File: config.mk
export PLATFORM = sky130hd
export DESIGN_NAME = insertion_sorter
export DESIGN_NICKNAME = d
export VERILOG_FILES = /design/src/design/ins_pkg.sv /design/src/design/ins_cell.sv /design/src/design/ins_ctrl.sv /design/src/design/insertion_sorter.sv
export SDC_FILE = /design/constraint.sdc
export NUM_CORES = 2
export LEC_CHECK = 0
export BUFFER_PORTS_ARGS = -buffer_cell sky130_fd_sc_hd__buf_2
export CORE_ASPECT_RATIO = 0.8
export CORE_MARGIN = 4
export CORE_UTILIZATION = 50
export DETAILED_ROUTE_END_ITERATION = 10
export PLACE_DENSITY = 0.65
export SKIP_CTS_REPAIR_TIMING = 1
export SLEW_MARGIN = 15
export SYNTH_ARGS = -nofsm -noshare
export SYNTH_HDL_FRONTEND = slang
export SYNTH_SLANG_ARGS = --single-unit
File: constraint.sdc
create_clock -name clk -period 8 [get_ports clk]
set_clock_uncertainty 0.15 [all_clocks]
set_input_delay 1.6 -clock clk [delete_from_list [all_inputs] [get_ports clk]]
set_output_delay 1.6 -clock clk [all_outputs]
set_load 0.02 [all_outputs]
File: src/design/ins_pkg.sv
// Shared constants and types for the insertion sorter.
package ins_pkg;

	localparam int DEPTH = 64;
	localparam int VAL_W = 8;
	localparam int CNT_W = $clog2(DEPTH + 1);

	typedef logic [VAL_W-1:0] val_t;
	typedef logic [CNT_W-1:0] cnt_t;

	typedef enum logic {
		ST_LOAD,
		ST_EMIT
	} state_t;

	// Command broadcast to every cell of the chain.
	typedef struct packed {
		logic insert;
		logic shift;
		val_t value;
	} cell_ctrl_t;

endpackage

File: src/design/ins_cell.sv
// One compare-and-shift cell of the sorting chain.
module ins_cell
	import ins_pkg::*;
(
	input  logic       clk,
	input  cell_ctrl_t ctrl,
	input  logic       occ,
	input  logic       left_occ,
	input  logic       left_gt,
	input  val_t       left_data,
	input  val_t       right_data,
	output logic       gt,
	output val_t       data
);

	val_t data_q;
	logic take;

	// The cell holds a value strictly greater than the one being inserted.
	assign gt   = occ && (data_q > ctrl.value);
	// Cells from the insertion point on move right; the first empty cell fills.
	assign take = gt || (!occ && left_occ);
	assign data = data_q;

	always_ff @(posedge clk) begin
		if (ctrl.insert && take) begin
			data_q <= left_gt ? left_data : ctrl.value;
		end else if (ctrl.shift) begin
			data_q <= right_data;
		end
	end

endmodule

File: src/design/ins_ctrl.sv
// Load and drain sequencer of the insertion sorter, with fill count and drop flag.
module ins_ctrl
	import ins_pkg::*;
(
	input  logic clk,
	input  logic arst_n,
	input  logic in_valid,
	input  logic in_last,
	input  logic out_ready,
	output logic in_ready,
	output logic out_valid,
	output logic out_last,
	output logic out_overflow,
	output logic do_insert,
	output logic do_shift,
	output cnt_t count
);

	state_t state_q, state_d;
	cnt_t   count_q;
	logic   drop_q;
	logic   full;
	logic   in_fire;
	logic   out_fire;
	logic   final_one;

	assign full      = (count_q == CNT_W'(DEPTH));
	assign final_one = (count_q == CNT_W'(1));
	assign in_fire   = in_valid && in_ready;
	assign out_fire  = out_valid && out_ready;

	always_comb begin
		state_d = state_q;
		unique case (state_q)
			ST_LOAD: begin
				if (in_fire && in_last) begin
					state_d = ST_EMIT;
				end
			end
			ST_EMIT: begin
				if (out_fire && final_one) begin
					state_d = ST_LOAD;
				end
			end
			default: state_d = ST_LOAD;
		endcase
	end

	always_comb begin
		in_ready  = 1'b0;
		out_valid = 1'b0;
		unique case (state_q)
			ST_LOAD: in_ready  = 1'b1;
			ST_EMIT: out_valid = 1'b1;
			default: begin
				in_ready  = 1'b0;
				out_valid = 1'b0;
			end
		endcase
	end

	assign do_insert    = in_fire && !full;
	assign do_shift     = out_fire;
	assign out_last     = final_one;
	assign out_overflow = drop_q;
	assign count        = count_q;

	always_ff @(posedge clk or negedge arst_n) begin
		if (!arst_n) begin
			state_q <= ST_LOAD;
			count_q <= '0;
			drop_q  <= 1'b0;
		end else begin
			state_q <= state_d;
			if (do_insert) begin
				count_q <= count_q + CNT_W'(1);
			end else if (do_shift) begin
				count_q <= count_q - CNT_W'(1);
			end
			if (in_fire && full) begin
				drop_q <= 1'b1;
			end else if (out_fire && final_one) begin
				drop_q <= 1'b0;
			end
		end
	end

endmodule

File: src/design/insertion_sorter.sv
// Top level of the stable ascending insertion sorter built from a chain of cells.
//
//  channel | dir | handshake          | payload
//  --------+-----+--------------------+------------------------------------------
//  s_*     | in  | s_tvalid/s_tready  | s_tdata = value, s_tlast = last
//  m_*     | out | m_tvalid/m_tready  | m_tdata = sorted_value, m_tlast = last_res,
//          |     |                    | m_tuser = overflow
//
// Loading takes one item per cycle: every cell compares its value with the new
// one in parallel and the cells past the insertion point move one place right.
// After the item marked last, the chain drains from cell 0 at one result per
// cycle while m_tready is high, shifting left on each taken result; no input is
// taken while draining. Reset clears the fill count, the drop flag and the
// sequencer; the cell values need no reset because only occupied cells are
// ever read. A stalled result simply holds the chain, since cell 0 is the
// output register.
module insertion_sorter
	import ins_pkg::*;
(
	input  logic             clk,
	input  logic             arst_n,
	input  logic             s_tvalid,
	output logic             s_tready,
	input  logic [VAL_W-1:0] s_tdata,   // [7:0] value
	input  logic             s_tlast,
	output logic             m_tvalid,
	input  logic             m_tready,
	output logic [VAL_W-1:0] m_tdata,   // [7:0] sorted_value
	output logic             m_tlast,
	output logic             m_tuser    // [0] overflow
);

	cell_ctrl_t ctrl;
	logic       do_insert;
	logic       do_shift;
	cnt_t       count;

	// Per-cell occupancy, comparison flags and stored values along the chain.
	logic [DEPTH-1:0] occ;
	logic [DEPTH-1:0] gt;
	val_t             data [DEPTH];

	ins_ctrl u_ctrl (
		.clk          (clk),
		.arst_n       (arst_n),
		.in_valid     (s_tvalid),
		.in_last      (s_tlast),
		.out_ready    (m_tready),
		.in_ready     (s_tready),
		.out_valid    (m_tvalid),
		.out_last     (m_tlast),
		.out_overflow (m_tuser),
		.do_insert    (do_insert),
		.do_shift     (do_shift),
		.count        (count)
	);

	assign ctrl.insert = do_insert;
	assign ctrl.shift  = do_shift;
	assign ctrl.value  = s_tdata;

	genvar i;
	generate
		for (i = 0; i < DEPTH; i++) begin : g_cell
			// The occupied cells are always the first count cells of the chain.
			assign occ[i] = (count > CNT_W'(i));

			if (i == 0) begin : g_head
				// The head cell has an occupied, never-greater neighbor on its left.
				ins_cell u_cell (
					.clk        (clk),
					.ctrl       (ctrl),
					.occ        (occ[i]),
					.left_occ   (1'b1),
					.left_gt    (1'b0),
					.left_data  (s_tdata),
					.right_data (data[i+1]),
					.gt         (gt[i]),
					.data       (data[i])
				);
			end else if (i == DEPTH - 1) begin : g_tail
				// The tail cell keeps its value on a shift; it is empty by then.
				ins_cell u_cell (
					.clk        (clk),
					.ctrl       (ctrl),
					.occ        (occ[i]),
					.left_occ   (occ[i-1]),
					.left_gt    (gt[i-1]),
					.left_data  (data[i-1]),
					.right_data (data[i]),
					.gt         (gt[i]),
					.data       (data[i])
				);
			end else begin : g_mid
				ins_cell u_cell (
					.clk        (clk),
					.ctrl       (ctrl),
					.occ        (occ[i]),
					.left_occ   (occ[i-1]),
					.left_gt    (gt[i-1]),
					.left_data  (data[i-1]),
					.right_data (data[i+1]),
					.gt         (gt[i]),
					.data       (data[i])
				);
			end
		end
	endgenerate

	// Cell 0 always holds the smallest remaining value during the drain.
	assign m_tdata = data[0];

endmodule
Yosys cells after proc, flatten, opt, wreduce, memory -nomap -nowiden
Cells that the tools add are included.

Add/sub/neg operators: 2. $lt $le $gt $ge: 128. Equality and inequality tests: 2. Muxes and demuxes: 198. Bitwise logic cells: 1. Reductions and logical operators: 391.

Operators by type and width (count): $mux 8 (189); $gt 8x8->1 (64); $gt 7x6->1 const B (32); $logic_and 1x1->1 (197); $reduce_bool 2->1 (65); $gt 7x5->1 const B (16); $logic_not 1->1 (65); $logic_or 1x1->1 (64); $gt 7x4->1 const B (8); $gt 7x3->1 const B (4); $gt 7x1->1 const B (2); $gt 7x2->1 const B (2); $mux 7 (2); $add 7x1->7 const B (1); $eq 7x1->1 const B (1); $eq 7x7->1 const B (1); $sub 7x1->7 const B (1); $mux 1 (6); $pmux 1 s2 (1); $not 1->1 (1).

Flip-flop bits (word level): 521. Input bits: 13. Output and inout port bits: 12. Logic and storage cells: 789.

Depth between registers and ports, before layout
Depth after elaboration: 6. Depth in mapped cells: 14. Depth with buffers taken out: 9.

Cells and area by module
A second synthesis with hierarchy kept.

Cells, all modules: 4465. Area total of the unflattened synthesis: 46082.9 um2.

Modules (own cells, without submodules): ins_cell (times used 64, cells each 67, area each 701.9 um2, sequential area each 240.2 um2); insertion_sorter (times used 1, cells each 123, area each 634.4 um2, sequential area each 0.0 um2); ins_ctrl (times used 1, cells each 54, area each 525.5 um2, sequential area each 225.2 um2).

Least setup slack after synthesis
No wires, ideal clock.

Path type: input-to-reg. Start point: input s_tdata[1]. End point: register g_cell[30].g_mid.u_cell.data_q[1] (data pin). Library setup time: 0.260 ns. Data arrival time: 5.206 ns. Required time: 7.590 ns. Path slack: 2.385 ns. Cell stages on the path: 12. Path buffers: 3. Cells stage by stage: clkbuf_1 clkbuf_1 inv_1 ha_1 nor2b_1 o211ai_1 a21oi_1 a211oi_1 or3_1 buf_2 mux2_2 mux2_2.

Word-level cells in the longest chain between the ends: 5. Elaborated cells on any way between the ends: 8. Those cells by class: order compare: 2; mux: 2; reduce/logical: 4.

RTL lines: start, declared (RTL line insertion_sorter.sv:24) `input logic [VAL_W-1:0] s_tdata,`; $gt 8x8->1 (RTL line ins_cell.sv:20) `assign gt = occ && (data_q > ctrl.value);`; $logic_and 1x1->1 (RTL line ins_cell.sv:20); $logic_or 1x1->1 (RTL line ins_cell.sv:22) `assign take = gt || (!occ && left_occ);`; $logic_and 1x1->1 (RTL line ins_cell.sv:26) `if (ctrl.insert && take) begin`; $mux 8 (*) (RTL line ins_cell.sv:26); end signal, assigned (RTL line ins_cell.sv:27) `data_q <= left_gt ? left_data : ctrl.value;`; end signal, assigned (RTL line ins_cell.sv:29) `data_q <= right_data;`; end, declared (RTL line ins_cell.sv:16) `val_t data_q;`.

Mark *: on every way between the ends. The rest lies on a longest branch, timed or not. A chain may end at the register's enable or synchronous reset.

Final worst setup path
Start point: input s_tdata[5]. End point: register g_cell[33].g_mid.u_cell.data_q[0] (enable).

Word-level cells in the longest chain between the ends: 5.

RTL lines (RTL line): $gt 8x8->1 (ins_cell.sv:20); $logic_and 1x1->1 (ins_cell.sv:20); $logic_or 1x1->1 (ins_cell.sv:22); $logic_and 1x1->1 (ins_cell.sv:26); $reduce_bool 2->1 (no source line); end signal, assigned (ins_cell.sv:27); end signal, assigned (ins_cell.sv:29); end, declared (ins_cell.sv:16).

No other way between the ends.

==> qor.csv <==
stage,metric,value,unit
worst_setup_path,crit_path_cell_trace,buf_4 > clkinv_2 > buf_12 > ha_1 > a21o_1 > a21oi_1 > nor2b_1 > o31ai_2 > a21oi_2 > nand2b_1,
power,irDropWorstVdd,0.216,mV
drt,drtIter0Drc,3189,
synthesis,synth_xor_area_share,0.151,%
floorplanning,dieWidth,327,um
synthesis,ys.warnings.count,0,
layout,fin_cells,5057,
cts,clockBufferDepth,3,
synthesis,avgSynthCellArea,10.2,um^2
synthesis,synth.most_common_cell,a21oi_1,
placed_design,gp_congestion,0.885,
placed_design,dp_cells,4950,
drt,first_pass_iters,6,
timing,max-slew-margin-rel,22.5,%
drt,vias_per_cell,6.25,
cts,htreeDepth,2,
cts,cts_buffers,58,
synthesis,synthAdderAreaFrac,15.9,%
min_path,hp-class,reg -> reg,
worst_setup_path,worstSetupEndpointType,flip-flop,
cts,path_clk_slew,0.06,ns
floorplanning,rows,93,
layout,fin_nets,4447,
floorplanning,pin_count,25,
placed_design,io_buffers,24,
synthesis,synth.cell_area,40600,um^2
floorplanning,die_y,263,um
job,drv_cap,0,
global_routing,grt_start_max_net_pins,70,
synthesis,synth_ff_type,edfxtp_1,
floorplanning,core,80500,um^2
worst_setup_path,cp_slowest_cell,o31ai_2,
power,powerDensity,329,nW/um^2
worst_setup_path,crit_arrival,5.80,ns
synthesis,async_flop_share,1.73,%
global_routing,grt_pass1_vias,30533,
layout,drive_gt1_share,10.9,%
floorplanning,start_util,50.4,%
drt,drcViolationCount,0,
placed_design,pre_cts_ws,1.75,ns
layout,synthToLayoutAreaGrowth,6.85,%
synthesis,ys_ff_latch,521,
synthesis,synth-simple-area-share,12.4,%
power,leakage,18.1,nW
drt,wl_per_cell,23.8,um
timing,fin_crit,5.61,ns
layout,ff_latch_area,15600,um^2
drt,routed_wl,120000,um
placed_design,dpl_cell_area,41500,um^2
timing,worst_slew_pin_slew,1.16,ns
cts,cts_root_buffer,clkbuf_16,
synthesis,ys_seq_area_share,38.4,%
timing,finalHoldViolCount,0,
worst_setup_path,worstPathRequired,8.19,ns
drt,antenna_left,0,
synthesis,synth_compound_area_share,15.6,%
layout,multi_input_area,23500,um^2
synthesis,synth_top_family_by_area,adder cells,
timing,slew_violations,0,
cts,cts_tree,done,
timing,setup_tns,0,ns
timing,fmax,178,MHz
global_routing,grt.overflow.total,0,
global_routing,grt_pass1_wl,185000,um
status,outcome,completed,
global_routing,antenna_found_initial,3,
placed_design,dp_hpwl,86000,um
synthesis,ys_types,88,
synthesis,synth_area_leaders,"edfxtp_1 (38%), ha_1 (16%), mux2i_1 (9.9%)",
synthesis,yosysTopAreaCell,edfxtp_1,
cts,clkSinkCount,521,
timing,setup_slack,2.39,ns
worst_setup_path,critical_path.max_stage_delay,0.85,ns
synthesis,synth_nets,4513,
cts,clk_latency,0.67,ns
drt,routed-via-count,31614,
floorplanning,dieArea,85900,um^2
global_routing,grt.total_usage,27.3,%
timing,rsz0062_at_grt,no,
synthesis,yosys-top-cells-count,"a21oi_1 (627), ha_1 (516), edfxtp_1 (512), nor2_1 (509), mux2i_1 (403)",
layout,final_util,53.9,%
synthesis,synth.top_cell.area_share,37.9,%
worst_setup_path,worstSetupPathType,in -> reg,
worst_setup_path,critPathMaxFanout,35,
timing,finalCritPeriodShare,70.2,%
layout,fin_area,43400,um^2
synthesis,synthMuxAreaShare,13.5,%
synthesis,netlist_instances,3984,
worst_setup_path,critPathLaunchType,input pin,
synthesis,synth_edf_count,512,
timing,setup_viol,0,
layout,fill_cells,7256,
==> worst paths after layout <==
| check | from | end | slack, ns | depth (start not counted) |
|---|---|---|---|---|
| max in group asynchronous | arst_n | u_ctrl.count[3] | 6.77 | 1 |
| worst min register to register | u_ctrl.out_overflow | u_ctrl.out_overflow | 0.36 | 1 |
| worst max-delay path | s_tdata[5] | g_cell[33].g_mid.u_cell.data[0] | 2.39 | 10 |
| worst max register to register | u_ctrl.count[0] | g_cell[9].g_mid.u_cell.data[2] | 3.40 | 7 |
| worst min-delay path | u_ctrl.out_overflow | u_ctrl.out_overflow | 0.36 | 1 |
| min in group asynchronous | arst_n | u_ctrl.count[1] | 0.68 | 1 |
==> report_power, final <==
group	internal (mW)	total, mW	switching (mW)
Combinational	2.56	6.32	3.75
Sequential	4.23	5.20	0.972
Clock	1.56	2.76	1.19
Total	8.36	14.3	5.92
==> layout by cell type (no fill, tap or decap), types with 76 or more instances in the layout <==
cell type / instances
nor2_1: 509
o21ai_0: 113
mux2_2: 120
mux2i_1: 403
buf_4: 77
nand2_1: 163
edfxtp_1: 512
ha_1: 516
nand4_1: 128
a21oi_1: 627
nor2b_1: 90
inv_1: 76
==> layout make-up <==
cell class | count | area share [%]
multi-input cells | 3155 | 54.1
flip-flops and latches | 521 | 36.0
clock buffers | 69 | 3.49
well taps | 1092 | 3.15
repair buffers | 99 | 1.70
clock inverters | 37 | 0.819
inverters | 83 | 0.738
diodes | 1 | 0.00577
==> metal layers <==
metal  vias to the layer above  GRT usage [%]  routed length, um
met3                       188           6.20              11000
met5                         -              0                 13
met2                      1145           39.1              49000
li1                      14863              -                  -
met4                         2           7.28               3260
met1                     15416           41.5              57100
==> stage by stage <==
| step | power, mW | hold WS, ns |
|---|---|---|
| 3_3_place_gp | 11.3 | 0.337 |
| 2_1_floorplan | 9.66 | 0.371 |
| 5_1_grt | 15.2 | 0.371 |
| 3_5_place_dp | 11.4 | 0.337 |
| 6_report | 14.3 | 0.363 |
| 4_1_cts | 14.2 | 0.354 |
==> cell families after synthesis <==
group                      Yosys count
and+or+nand+nor                   1056
buffers and inverters              308
xor gates and xnor gates             7
DFF                                521
AOI/OAI and AO/OA                 1046
adders and majority gates          516
muxes                              530
==> flip-flops by register name, indices dropped and copies added, names as in the netlist <==
register,flops
u_ctrl.count,7
u_ctrl.state_q,1
g_cell.g_head.u_cell.data,8
g_cell.g_mid.u_cell.data,496
u_ctrl.out_overflow,1
g_cell.g_tail.u_cell.data,8
==> critical path: cells and delay by family <==
kind / cells / cell delay, ns
and+or+nand+nor: 2 / 0.51
buffers and inverters: 3 / 1.73
adders and majority gates: 1 / 0.35
AOI/OAI and AO/OA: 4 / 1.57
(Power assumes the default switching activity.)
